### src/dts_pkg.sv
`timescale 1ns / 1ps
// ----------------------------------------------------------------------------
// dts_pkg: shared definitions for the deadline timer scheduler
// Operation and result codes, controller states and default sizes.
// ----------------------------------------------------------------------------
package dts_pkg;

	localparam int NUM_SLOTS_DEF     = 16;
	localparam int INTERVAL_BITS_DEF = 16;
	localparam int TIME_BITS_DEF     = 32;

	localparam int MAX_FIRES     = 16;
	localparam int FIRE_CNT_BITS = $clog2(MAX_FIRES + 1);

	localparam int OP_BITS    = 3;
	localparam int IDX_BITS   = 4;
	localparam int IVAL_W     = 16;
	localparam int KIND_BITS  = 3;
	localparam int SLOT_BITS  = 4;

	typedef enum logic [OP_BITS-1:0] {
		OP_TICK   = 3'd0,
		OP_ADD    = 3'd1,
		OP_CANCEL = 3'd2,
		OP_PAUSE  = 3'd3,
		OP_RESUME = 3'd4
	} op_t;

	typedef enum logic [KIND_BITS-1:0] {
		KIND_NONE  = 3'd0,
		KIND_ADDED = 3'd1,
		KIND_FULL  = 3'd2,
		KIND_FIRED = 3'd3,
		KIND_ACK   = 3'd4
	} kind_t;

	typedef enum logic [2:0] {
		ST_IDLE,
		ST_ADD_WR,
		ST_TICK_INC,
		ST_SCAN,
		ST_BEST_RD,
		ST_BEST_WB,
		ST_PUSH,
		ST_FINAL
	} state_t;

endpackage

### src/dts_slot_mem.sv
`timescale 1ns / 1ps
// ----------------------------------------------------------------------------
// dts_slot_mem: slot storage
// One write port and one registered read port holding periodic mark,
// interval and deadline of every slot.
// ----------------------------------------------------------------------------
module dts_slot_mem #(
	parameter int DEPTH = dts_pkg::NUM_SLOTS_DEF,
	parameter int WIDTH = 1 + dts_pkg::INTERVAL_BITS_DEF + dts_pkg::TIME_BITS_DEF,
	parameter int AW    = $clog2(DEPTH)
) (
	input  logic             clk,
	input  logic             we,
	input  logic [AW-1:0]    waddr,
	input  logic [WIDTH-1:0] wdata,
	input  logic [AW-1:0]    raddr,
	output logic [WIDTH-1:0] rdata
);

	logic [WIDTH-1:0] mem_q [DEPTH];

	always_ff @(posedge clk) begin
		if (we) begin
			mem_q[waddr] <= wdata;
		end
		rdata <= mem_q[raddr];
	end

endmodule

### src/dts_alu.sv
`timescale 1ns / 1ps
// ----------------------------------------------------------------------------
// dts_alu: shared time adder
// Adds to or subtracts from the current time, modulo the time width.
// ----------------------------------------------------------------------------
module dts_alu #(
	parameter int W = dts_pkg::TIME_BITS_DEF
) (
	input  logic         sub,
	input  logic [W-1:0] a,
	input  logic [W-1:0] b,
	output logic [W-1:0] res
);

	logic [W-1:0] b_eff;

	assign b_eff = sub ? ~b : b;
	assign res   = a + b_eff + W'(sub);

endmodule

### src/deadline_timer_scheduler.sv
`timescale 1ns / 1ps
// ----------------------------------------------------------------------------
// deadline_timer_scheduler: table of one-shot and periodic timer slots
// Adds, cancels and fires timer slots in deadline order on every tick that is not paused.
// ----------------------------------------------------------------------------
// Every firing of a tick is chosen by a full pass over the slot memory through
// its single read port, with one shared adder forming the lateness of each slot,
// and a last pass finds nothing more due; that last pass is left out once
// MAX_FIRES slots have fired, and a paused tick makes no pass. Output stalls
// hold the scheduler. The input stalls until each word has been handled.
module deadline_timer_scheduler #(
	parameter int NUM_SLOTS     = dts_pkg::NUM_SLOTS_DEF,
	parameter int INTERVAL_BITS = dts_pkg::INTERVAL_BITS_DEF,
	parameter int TIME_BITS     = dts_pkg::TIME_BITS_DEF
) (
	input  logic                            clk,
	input  logic                            arst_n,
	input  logic                            in_valid,
	output logic                            in_stall,
	input  logic [dts_pkg::OP_BITS-1:0]     operation,
	input  logic [dts_pkg::IDX_BITS-1:0]    slot_index,
	input  logic [dts_pkg::IVAL_W-1:0]      interval,
	input  logic                            periodic,
	output logic                            out_valid,
	input  logic                            out_stall,
	output logic [dts_pkg::KIND_BITS-1:0]   kind,
	output logic [dts_pkg::SLOT_BITS-1:0]   slot,
	output logic                            last
);

	localparam int SW = $clog2(NUM_SLOTS);
	localparam int TB = TIME_BITS;
	localparam int IB = INTERVAL_BITS;
	localparam int MW = 1 + IB + TB;
	localparam int FCW = dts_pkg::FIRE_CNT_BITS;
	localparam logic [SW-1:0] LAST_SLOT = SW'(NUM_SLOTS - 1);

	dts_pkg::state_t state_q, state_n;

	logic [TB-1:0]        now_q;
	logic                 paused_q;
	logic [NUM_SLOTS-1:0] active_q;
	logic [NUM_SLOTS-1:0] fired_q;

	logic [SW-1:0] op_slot_q;
	logic [IB-1:0] op_ival_q;
	logic          op_per_q;

	logic          issue_q;
	logic [SW-1:0] scan_q;
	logic          v_s1;
	logic [SW-1:0] slot_s1;
	logic          last_s1;
	logic          v_s2;
	logic [SW-1:0] slot_s2;
	logic          last_s2;
	logic          elig_s2;
	logic [TB-1:0] late_s2;

	logic          best_v_q;
	logic [SW-1:0] best_slot_q;
	logic [TB-1:0] best_late_q;
	logic          pend_v_q;
	logic [SW-1:0] pend_slot_q;
	logic [FCW-1:0] cnt_q;

	logic                  out_valid_q;
	dts_pkg::kind_t        kind_q;
	logic [dts_pkg::SLOT_BITS-1:0] slot_q;
	logic                  last_q;

	logic          accept;
	logic          out_free;
	logic          free_v;
	logic [SW-1:0] free_idx;
	logic          cancel_ok;
	logic [IB-1:0] in_ival;

	logic          upd;
	logic          scan_done;
	logic          best_v_n;
	logic          push_go;
	logic          final_cnt;

	logic          alu_sub;
	logic [TB-1:0] alu_b;
	logic [TB-1:0] alu_res;

	logic          mem_we;
	logic [SW-1:0] mem_waddr;
	logic [MW-1:0] mem_wdata;
	logic [SW-1:0] mem_raddr;
	logic [MW-1:0] mem_rdata;
	logic [TB-1:0] rd_deadline;
	logic [IB-1:0] rd_ival;
	logic          rd_per;

	logic                  out_load;
	dts_pkg::kind_t        out_kind_n;
	logic [dts_pkg::SLOT_BITS-1:0] out_slot_n;
	logic                  out_last_n;
	logic                  scan_start;

	dts_slot_mem #(
		.DEPTH (NUM_SLOTS),
		.WIDTH (MW),
		.AW    (SW)
	) u_mem (
		.clk   (clk),
		.we    (mem_we),
		.waddr (mem_waddr),
		.wdata (mem_wdata),
		.raddr (mem_raddr),
		.rdata (mem_rdata)
	);

	dts_alu #(
		.W (TB)
	) u_alu (
		.sub (alu_sub),
		.a   (now_q),
		.b   (alu_b),
		.res (alu_res)
	);

	assign rd_deadline = mem_rdata[TB-1:0];
	assign rd_ival     = mem_rdata[TB+IB-1:TB];
	assign rd_per      = mem_rdata[TB+IB];

	assign out_free = !out_valid_q || !out_stall;
	assign in_stall = (state_q != dts_pkg::ST_IDLE) || !out_free;
	assign accept   = in_valid && !in_stall;
	assign in_ival  = IB'(interval);
	assign cancel_ok = 32'(slot_index) < 32'(NUM_SLOTS);

	always_comb begin
		free_v   = 1'b0;
		free_idx = '0;
		for (int i = NUM_SLOTS - 1; i >= 0; i--) begin
			if (!active_q[i]) begin
				free_v   = 1'b1;
				free_idx = SW'(i);
			end
		end
	end

	assign upd       = v_s2 && elig_s2 && (!best_v_q || (late_s2 > best_late_q));
	assign scan_done = v_s2 && last_s2;
	assign best_v_n  = best_v_q || upd;
	assign push_go   = !pend_v_q || out_free;
	assign final_cnt = cnt_q == FCW'(dts_pkg::MAX_FIRES - 1);

	always_comb begin
		state_n = state_q;
		unique case (state_q)
			dts_pkg::ST_IDLE: begin
				if (accept && operation == dts_pkg::OP_TICK) begin
					state_n = dts_pkg::ST_TICK_INC;
				end else if (accept && operation == dts_pkg::OP_ADD && free_v) begin
					state_n = dts_pkg::ST_ADD_WR;
				end
			end
			dts_pkg::ST_ADD_WR: state_n = dts_pkg::ST_IDLE;
			dts_pkg::ST_TICK_INC: begin
				state_n = paused_q ? dts_pkg::ST_FINAL : dts_pkg::ST_SCAN;
			end
			dts_pkg::ST_SCAN: begin
				if (scan_done) begin
					state_n = best_v_n ? dts_pkg::ST_BEST_RD : dts_pkg::ST_FINAL;
				end
			end
			dts_pkg::ST_BEST_RD: state_n = dts_pkg::ST_BEST_WB;
			dts_pkg::ST_BEST_WB: state_n = dts_pkg::ST_PUSH;
			dts_pkg::ST_PUSH: begin
				if (push_go) begin
					state_n = final_cnt ? dts_pkg::ST_FINAL : dts_pkg::ST_SCAN;
				end
			end
			dts_pkg::ST_FINAL: begin
				if (out_free) begin
					state_n = dts_pkg::ST_IDLE;
				end
			end
			default: state_n = dts_pkg::ST_IDLE;
		endcase
	end

	always_comb begin
		alu_sub    = 1'b0;
		alu_b      = TB'(op_ival_q);
		mem_we     = 1'b0;
		mem_waddr  = best_slot_q;
		mem_wdata  = {rd_per, rd_ival, alu_res};
		mem_raddr  = best_slot_q;
		out_load   = 1'b0;
		out_kind_n = dts_pkg::KIND_ACK;
		out_slot_n = '0;
		out_last_n = 1'b1;
		scan_start = 1'b0;
		unique case (state_q)
			dts_pkg::ST_IDLE: begin
				if (accept) begin
					unique case (operation)
						dts_pkg::OP_TICK: out_load = 1'b0;
						dts_pkg::OP_ADD: begin
							out_load   = !free_v;
							out_kind_n = dts_pkg::KIND_FULL;
						end
						dts_pkg::OP_CANCEL: begin
							out_load   = 1'b1;
							out_slot_n = dts_pkg::SLOT_BITS'(slot_index);
						end
						default: out_load = 1'b1;
					endcase
				end
			end
			dts_pkg::ST_ADD_WR: begin
				alu_b      = TB'(op_ival_q);
				mem_we     = 1'b1;
				mem_waddr  = op_slot_q;
				mem_wdata  = {op_per_q, op_ival_q, alu_res};
				out_load   = 1'b1;
				out_kind_n = dts_pkg::KIND_ADDED;
				out_slot_n = dts_pkg::SLOT_BITS'(op_slot_q);
			end
			dts_pkg::ST_TICK_INC: begin
				alu_b      = TB'(1);
				scan_start = !paused_q;
			end
			dts_pkg::ST_SCAN: begin
				alu_sub   = 1'b1;
				alu_b     = rd_deadline;
				mem_raddr = scan_q;
			end
			dts_pkg::ST_BEST_RD: mem_raddr = best_slot_q;
			dts_pkg::ST_BEST_WB: begin
				alu_b  = TB'(rd_ival);
				mem_we = rd_per;
			end
			dts_pkg::ST_PUSH: begin
				out_load   = pend_v_q && out_free;
				out_kind_n = dts_pkg::KIND_FIRED;
				out_slot_n = dts_pkg::SLOT_BITS'(pend_slot_q);
				out_last_n = 1'b0;
				scan_start = push_go && !final_cnt;
			end
			dts_pkg::ST_FINAL: begin
				out_load   = out_free;
				out_kind_n = pend_v_q ? dts_pkg::KIND_FIRED : dts_pkg::KIND_NONE;
				out_slot_n = pend_v_q ? dts_pkg::SLOT_BITS'(pend_slot_q) : '0;
			end
			default: out_load = 1'b0;
		endcase
	end

	always_ff @(posedge clk or negedge arst_n) begin
		if (!arst_n) begin
			state_q     <= dts_pkg::ST_IDLE;
			now_q       <= '0;
			paused_q    <= 1'b0;
			active_q    <= '0;
			fired_q     <= '0;
			issue_q     <= 1'b0;
			scan_q      <= '0;
			v_s1        <= 1'b0;
			v_s2        <= 1'b0;
			best_v_q    <= 1'b0;
			pend_v_q    <= 1'b0;
			cnt_q       <= '0;
			out_valid_q <= 1'b0;
		end else begin
			state_q <= state_n;
			if (out_load) begin
				out_valid_q <= 1'b1;
			end else if (!out_stall) begin
				out_valid_q <= 1'b0;
			end
			if (state_q == dts_pkg::ST_IDLE && accept) begin
				unique case (operation)
					dts_pkg::OP_CANCEL: begin
						if (cancel_ok) begin
							active_q[SW'(slot_index)] <= 1'b0;
						end
					end
					dts_pkg::OP_PAUSE: paused_q <= 1'b1;
					dts_pkg::OP_RESUME: paused_q <= 1'b0;
					default: paused_q <= paused_q;
				endcase
			end
			if (state_q == dts_pkg::ST_ADD_WR) begin
				active_q[op_slot_q] <= 1'b1;
			end
			if (state_q == dts_pkg::ST_TICK_INC) begin
				now_q    <= alu_res;
				fired_q  <= '0;
				pend_v_q <= 1'b0;
				cnt_q    <= '0;
			end
			if (scan_start) begin
				issue_q  <= 1'b1;
				scan_q   <= '0;
				best_v_q <= 1'b0;
			end else if (state_q == dts_pkg::ST_SCAN && issue_q) begin
				if (scan_q == LAST_SLOT) begin
					issue_q <= 1'b0;
				end else begin
					scan_q <= scan_q + SW'(1);
				end
			end
			v_s1 <= (state_q == dts_pkg::ST_SCAN) && issue_q;
			v_s2 <= v_s1;
			if (upd) begin
				best_v_q <= 1'b1;
			end
			if (state_q == dts_pkg::ST_BEST_WB) begin
				fired_q[best_slot_q] <= 1'b1;
				if (!rd_per) begin
					active_q[best_slot_q] <= 1'b0;
				end
			end
			if (state_q == dts_pkg::ST_PUSH && push_go) begin
				pend_v_q <= 1'b1;
				cnt_q    <= cnt_q + FCW'(1);
			end
		end
	end

	always_ff @(posedge clk) begin
		if (state_q == dts_pkg::ST_IDLE && accept) begin
			op_slot_q <= free_idx;
			op_ival_q <= in_ival;
			op_per_q  <= periodic;
		end
		slot_s1 <= scan_q;
		last_s1 <= scan_q == LAST_SLOT;
		slot_s2 <= slot_s1;
		last_s2 <= last_s1;
		late_s2 <= alu_res;
		elig_s2 <= active_q[slot_s1] && !fired_q[slot_s1] && !alu_res[TB-1];
		if (upd) begin
			best_slot_q <= slot_s2;
			best_late_q <= late_s2;
		end
		if (state_q == dts_pkg::ST_PUSH && push_go) begin
			pend_slot_q <= best_slot_q;
		end
		if (out_load) begin
			kind_q <= out_kind_n;
			slot_q <= out_slot_n;
			last_q <= out_last_n;
		end
	end

	assign out_valid = out_valid_q;
	assign kind      = kind_q;
	assign slot      = slot_q;
	assign last      = last_q;

	a_fire_limit: assert property (@(posedge clk) disable iff (!arst_n)
		cnt_q <= FCW'(dts_pkg::MAX_FIRES))
		else $error("fire count passed its limit");

	a_best_live: assert property (@(posedge clk) disable iff (!arst_n)
		state_q == dts_pkg::ST_BEST_RD |-> active_q[best_slot_q] && !fired_q[best_slot_q])
		else $error("chosen slot is not an active unfired slot");

	a_none_last: assert property (@(posedge clk) disable iff (!arst_n)
		out_valid_q && kind_q == dts_pkg::KIND_NONE |-> last_q)
		else $error("empty tick word without last mark");

	a_pause_src: assert property (@(posedge clk) disable iff (!arst_n)
		$rose(paused_q) |-> $past(accept && operation == dts_pkg::OP_PAUSE))
		else $error("pause set without a pause word");

endmodule
### config.mk
export PLATFORM = sky130hd
export DESIGN_NAME = deadline_timer_scheduler
export DESIGN_NICKNAME = d
export VERILOG_FILES = /design/src/dts_pkg.sv /design/src/dts_slot_mem.sv /design/src/dts_alu.sv /design/src/deadline_timer_scheduler.sv
export SDC_FILE = /design/constraint.sdc
export NUM_CORES = 1
export LEC_CHECK = 0
export ABC_AREA = 0
export BUFFER_PORTS_ARGS = -buffer_cell sky130_fd_sc_hd__buf_2
export CAP_MARGIN = 20
export CELL_PAD_IN_SITES_DETAIL_PLACEMENT = 1
export CELL_PAD_IN_SITES_GLOBAL_PLACEMENT = 2
export CORE_MARGIN = 4
export CORE_UTILIZATION = 48
export CTS_BUF_LIST = sky130_fd_sc_hd__clkbuf_16
export DETAILED_ROUTE_END_ITERATION = 16
export GPL_ROUTABILITY_DRIVEN = 1
export PLACE_DENSITY_LB_ADDON = 0.1
export SYNTH_ARGS = -nofsm -noshare
export SYNTH_HDL_FRONTEND = slang
export SYNTH_HIERARCHICAL = 1
export SYNTH_SLANG_ARGS = --single-unit
export TNS_END_PERCENT = 20
### constraint.sdc
create_clock -name clk -period 7.1 [get_ports clk]
set_input_delay 1.775 -clock clk [delete_from_list [all_inputs] [get_ports clk]]
set_output_delay 1.775 -clock clk [all_outputs]
set_load 0.05 [all_outputs]
### After elaboration in Yosys (flattened, before gate mapping)

Memories as Yosys holds them, arrays and structs flattened. A register that Yosys moved wholly into a read port is not among the register bits.
Cells that the tools add are included.

| word-level totals | value |
|---|---|
| memories kept | 1 |
| output and inout bits | 10 |
| input bits | 28 |
| flip-flop bits (word level) | 195 |
| memory bits (writable) | 784 |
| logic and storage cells | 212 |

Memories:

| name | depth | bits a word | read ports | clocked after Yosys merged registers in | write ports | RTL line | RTL |
|---|---|---|---|---|---|---|---|
| u_mem.mem_q | 16 | 49 | 1 | 1 | 1 | dts_slot_mem.sv:20 | `logic [WIDTH-1:0] mem_q [DEPTH];` |

| operators by class | value |
|---|---|
| reductions and logical operators | 48 |
| mux-type cells | 94 |
| equal/unequal tests | 19 |
| $add $sub $neg | 4 |
| order comparisons | 8 |
| bitwise logic cells | 7 |

Operators by type and width:

| kind | count |
|---|---|
| 16-bit 2-to-1 mux | 7 |
| 32-bit case mux with 3 select lines | 1 |
| 4-bit 2-to-1 mux | 16 |
| 49-bit 2-to-1 mux | 1 |
| 3-bit 2-to-1 mux | 13 |
| 1-bit 2-to-1 mux | 36 |
| 32-bit by 1-bit adder with 32-bit output | 1 |
| 32-bit adder | 1 |
| 16-bit bitwise AND | 2 |
| 32-bit greater-than comparator | 1 |
| 32-bit 2-to-1 mux | 1 |
| 16-bit inverter | 2 |
| 32-bit inverter | 1 |
| 16-bit bitwise OR | 2 |
| 3-bit case mux with 8 select lines | 1 |
| 4-bit by 5-bit < comparator with 1-bit output, second input constant | 4 |
| 1-bit logical AND | 17 |
| 4-bit case mux with 4 select lines | 1 |
| 3-bit == test, second input constant | 5 |
| 1-bit demux with 4-bit select | 3 |
| 3-bit by 2-bit == test with 1-bit output, second input constant | 4 |
| 4-bit by 1-bit greater-or-equal comparator with 1-bit output, second input constant | 3 |
| 3-bit case mux with 4 select lines | 1 |
| 1-bit logical NOT | 11 |
| 20 further kinds | 45 |

### Longest topological paths before layout

| depth | value |
|---|---|
| depth after elaboration | 21 |
| depth in mapped cells | 18 |
| gate-level depth less buffers | 15 |

### By module

The synthesis kept the hierarchy.

By module, submodules not included:

| module | sequential area each (um^2) | area an instance (um^2) | instances | cells an instance |
|---|---|---|---|---|
| dts_slot_mem | 24523.5 | 30336.6 | 1 | 1268 |
| deadline_timer_scheduler | 5009.8 | 8697.1 | 1 | 872 |
| dts_alu | 0.0 | 2147.1 | 1 | 302 |

### Worst setup path before layout

OpenSTA, ideal clock, no wires.

| timing path | value |
|---|---|
| kind | flip-flop to flip-flop |
| from | register state_q[1] |
| to | memory u_mem/mem_q[0][0] (netlist name), enable pin |
| library setup time | 0.516 ns |
| clock period less this slack | 5.809 ns |
| stages on the path, launching flop included | 10 |
| setup slack | 1.291 ns |
| arrival | 5.293 ns |
| data required time | 6.584 ns |
| path buffers | 3 |
| cell sequence | dfrtp_1 -> buf_2 -> nand2b_1 -> clkbuf_1 -> nor2_2 -> clkbuf_1 -> nand2_1 -> nand2_1 -> or3b_2 -> nor3_1 |

| on the way | value |
|---|---|
| elaborated cells on any way between the ends | 6 |
| those cells by class | eq/ne (2); mux (4) |

RTL lines:

| item | RTL line | RTL |
|---|---|---|
| from (decl) | deadline_timer_scheduler.sv:38 | `dts_pkg::state_t state_q, state_n;` |
| from (signal assigned) | deadline_timer_scheduler.sv:258 | `state_q <= dts_pkg::ST_IDLE;` |
| from (signal assigned) | deadline_timer_scheduler.sv:272 | `state_q <= state_n;` |
| 3-bit by 1-bit == test with 1-bit output | deadline_timer_scheduler.sv:200 | `unique case (state_q)` |
| 4-bit 2-to-1 mux | deadline_timer_scheduler.sv:200 |  |
| net mem_waddr[2] | deadline_timer_scheduler.sv:90 | `logic [SW-1:0] mem_waddr;` |
| to (decl) | dts_slot_mem.sv:20 |  |

The timed path passes the listed nets, and every way through them passes these cells.

### Worst setup path after layout

| timing path | value |
|---|---|
| from | register state_q[0] |
| to | memory u_mem/mem_q[3][28] (netlist name), data pin |

| on the way | value |
|---|---|
| word-level cells in the longest chain between the ends | 7 |
| elaborated cells on any way between the ends | 10 |
| those cells by class | add/sub (2); eq/ne (3); mux (4); bitwise (1) |

RTL lines:

| item | RTL line | RTL |
|---|---|---|
| 3-bit == test / 3-bit by 2-bit == test with 1-bit output (equally long branches) | deadline_timer_scheduler.sv:200 |  |
| 32-bit case mux with 3 select lines | deadline_timer_scheduler.sv:200 |  |
| 32-bit inverter | dts_alu.sv:17 | `assign b_eff = sub ? ~b : b;` |
| 32-bit 2-to-1 mux | dts_alu.sv:17 |  |
| 32-bit adder | dts_alu.sv:18 | `assign res = a + b_eff + W'(sub);` |
| 32-bit by 1-bit adder with 32-bit output (*) | dts_alu.sv:18 |  |
| net alu_res[28] | deadline_timer_scheduler.sv:87 | `logic [TB-1:0] alu_res;` |
| 49-bit 2-to-1 mux (*) | deadline_timer_scheduler.sv:200 |  |

The timed path passes the listed nets; every way through them passes the cells marked *.

==> out/results.tsv <==
stage	metric	value	unit
status	status	completed	
placement	Post-DP HPWL	64.30	mm
worst_setup_path	Worst Path Max Fanout	21	
clocking	Hold Buf Count CTS	0	
timing	Least-Margin Pin Slew	1.080	ns
detailed_routing	met3 WL	5.466	mm
global_route	GRT overflow	0	
floorplan	DIE AREA	90540	um2
timing	Setup TNS Final	0	ns
global_route	Total Routing Usage GR	24.45	%
yosys	number of synthesized flops with an enable pin	853	
timing	Setup Skew	0.03923	ns
worst_setup_path	arrival time worst endpoint	5.38	ns
worst_setup_path	Worst setup SP type	flop	
worst_setup_path	Crit path max-delay family	simple AND/OR/NAND/NOR gates	
final_layout	Non-Filler Instances	3790	
floorplan	chip width	300.9	um
worst_setup_path	CP Class	flop to flop	
timing	Final Setup Violations	0	
worst_setup_path	CP peak stage delay	0.71	ns
timing	Slew Limit Fails	0	
clocking	Post-CTS Resized	0	
placement	IO buf count	37	
worst_setup_path	WP buf/inv	2	
placement	Placed Instances	3580	
yosys	FFs w/ async S/R, synth	8.074	%
worst_setup_path	register-to-register setup slack	2.10	ns
floorplan	height of the die	300.9	um
floorplan	core footprint	85150	um2
worst_setup_path	CP cell instances	nand2_1 > nor2_4 > buf_4 > xor2_1 > inv_1 > fa_1 > nor2b_1 > o21bai_1 > a211oi_1 > o21ai_0 > nand4b_1 > a31oi_1 > xnor2_2	
timing	Max transition margin	28.00	%
clocking	CTS Buffer Depth	3	
clocking	CTS tree	yes	
pwr	Peak supply drop	0.4271	mV
placement	Routability Congestion	0.8737	
yosys	register bit total from synthesis	1028	
detailed_routing	Pre-antenna DRT Iters	6	
yosys	Primary FF master, synth	edfxtp_1	
clocking	worst-skew pair later-pin latency	0.69	ns
detailed_routing	total wire length	108.5	mm
yosys	net count after synthesis	2539	
clocking	clk sinks	1028	
pwr	PD cells	560.1	nW/um2
timing	final hold vios	0	
timing	min cycle time layout	4.997	ns
detailed_routing	drt drc	0	
timing	RSZ-0062 raised after global routing	no	
yosys	Syn Std Cell Area	41180	um2
clocking	clock transition at the registers of the reported paths	0.06	ns
yosys	syn avg cell area	16.86	um2
global_route	largest net degree at the start of global routing	88	
timing	period utilization	70.38	%
worst_setup_path	Setup crit end kind	flop	
global_route	global-route wire length before repair	162.3	mm
pwr	overall power	26.09	mW
job	maxcap violations	0	
final_layout	fraction of layout cells with a size suffix above 1	19.54	%
detailed_routing	Via density	5.979	
floorplan	Initial Util	48.36	%
floorplan	Ports	38	
global_route	antenna violations before repair	0	
floorplan	FP Rows	107	
clocking	Root Driver	clkbuf_16	
worst_setup_path	Required @ worst endpoint	7.48	ns
detailed_routing	Max Used Layer	met4	
detailed_routing	wire length per cell	28.62	um
final_layout	Antenna Diode Count	0	
detailed_routing	antenna-violating nets left	0	
yosys	Cell variety after synth	75	
min_path	Hold Path Class	flop to flop	
global_route	number of global-route vias before repair	24320	
clocking	TritonCTS buffer count	107	
detailed_routing	Initial DRC Count	1872	
clocking	post-CTS setup buffer count	0	
yosys	Seq/Total Area, Yosys	71.72	%
detailed_routing	M1 WL	46.89	mm
final_layout	Filler cells	7774	
worst_setup_path	CP max-delay cell	dfrtp_1	
yosys	synth warn	6	
yosys	cells after synthesis	2442	
clocking	H-tree levels	3	
timing	highest clock rate	200.1	MHz
detailed_routing	routed wire length on met2	54.05	mm
final_layout	fin nets	2650	
final_layout	Layout area overhead	13.13	%
detailed_routing	vias	22660	
pwr	Leak	16.46	nW
kinds of logic after synthesis:
| family | count (synthesis) | synth area share [%] |
|---|---|---|
| compound gates | 363 | 6.122 |
| buf+inv | 180 | 1.981 |
| simple gates | 537 | 5.849 |
| fa+ha+maj | 69 | 2.115 |
| xor+xnor | 63 | 1.340 |
| flops | 1028 | 71.72 |
| mux | 202 | 10.88 |
registers in the layout (all words and copies together) (netlist names), 5 cells and up:
name	count
u_mem/rdata	49
active_q	16
now_q	32
late_s2	32
cnt_q	5
op_ival_q	16
fired_q	16
u_mem/mem_q	784
best_late_q	32
final timing paths:
| kind | startpoint | depth (start not counted) | endpoint |
|---|---|---|---|
| setup / recovery | state_q[0] | 13 | u_mem/mem_q[3][28] |
| hold / removal | last_s1 | 0 | last_s2 |
| setup reg to reg | state_q[0] | 13 | u_mem/mem_q[3][28] |
| hold reg to reg | last_s1 | 0 | last_s2 |
| max in group asynchronous | arst_n | 2 | state_q[2] |
| min in group asynchronous | arst_n | 1 | fired_q[2] |
through the flow:
stage / cell area (um2) / hold slack (ns) / worst slack [ns] / util [%]
6_report: 46590 / 0.2983 / 2.103 / 54.71
2_1_floorplan: 41180 / 0.3096 / 1.291 / -
3_3_place_gp: 43020 / 0.3110 / 2.093 / 50.53
5_1_grt: 46590 / 0.3192 / 1.732 / 54.71
3_5_place_dp: 43030 / 0.3132 / 1.646 / 50.54
4_1_cts: 46510 / 0.2950 / 1.658 / 54.62
power by group:
| group | switching (mW) | total (mW) | internal [mW] | leakage, nW |
|---|---|---|---|---|
| Combinational | 6.77 | 9.97 | 3.19 | 5.12 |
| Clock | 2.30 | 5.44 | 3.14 | 1.82 |
| Sequential | 0.538 | 10.7 | 10.1 | 9.51 |
| Total | 9.62 | 26.1 | 16.5 | 16.5 |
cell type report:
cell class	instances	area [um2]	share of cell area (%)
inverters	62	232.7	0.4995
multi-input cells	1234	11030	23.67
repair buffers	120	885.9	1.901
clock inverters	85	548.0	1.176
flip-flops and latches	1028	29530	63.40
well taps	1144	1431	3.072
clock buffers	117	2928	6.285
per-layer routing:
metal	up-vias	global-route usage, %
met5	-	0
met1	12080	34.69
met4	0	5.323
met3	132	3.302
met2	650	40.97
li1	9800	-
Yosys cell counts (22+ instances only):
master    instances  share of area (%)
a21o_1           22               0.40
a21oi_1          59               0.72
a22oi_1         102                1.9
a31oi_1          27               0.41
clkbuf_1         72               0.66
dfrtp_1          83                5.0
dfxtp_1          92                4.5
edfxtp_1        853                 62
ha_1             68                2.1
inv_1            62               0.57
mux4_2          196                 11
nand2_1         306                2.8
nand3_1          30               0.36
nand4_1          24               0.36
nor2_1           69               0.63
o21ai_0          50               0.61
xor2_1           42               0.89
layout by cell type, fill, tap and decap left out, types with 13 or more instances in the layout:
cell type,synthesis,final
a221oi_1,16,16
a31oi_1,27,27
nand2b_1,16,16
a21oi_1,59,59
ha_1,68,68
mux4_2,196,196
clkinv_2,0,15
buf_4,11,78
xor2_1,42,42
edfxtp_1,853,853
and2_1,21,20
nor2_4,0,15
nor3_1,21,17
xnor2_1,21,19
inv_1,62,93
dfxtp_1,92,92
clkbuf_16,0,117
o22ai_1,13,13
buf_2,18,36
a22oi_1,102,102
a21o_1,22,22
dfrtp_1,83,82
nand3_1,30,30
clkinv_1,0,21
nand4_1,24,24
nor2_1,69,54
nand2_1,306,306
o21ai_0,50,50
No activity file was read; power rests on OpenSTA's default activity.
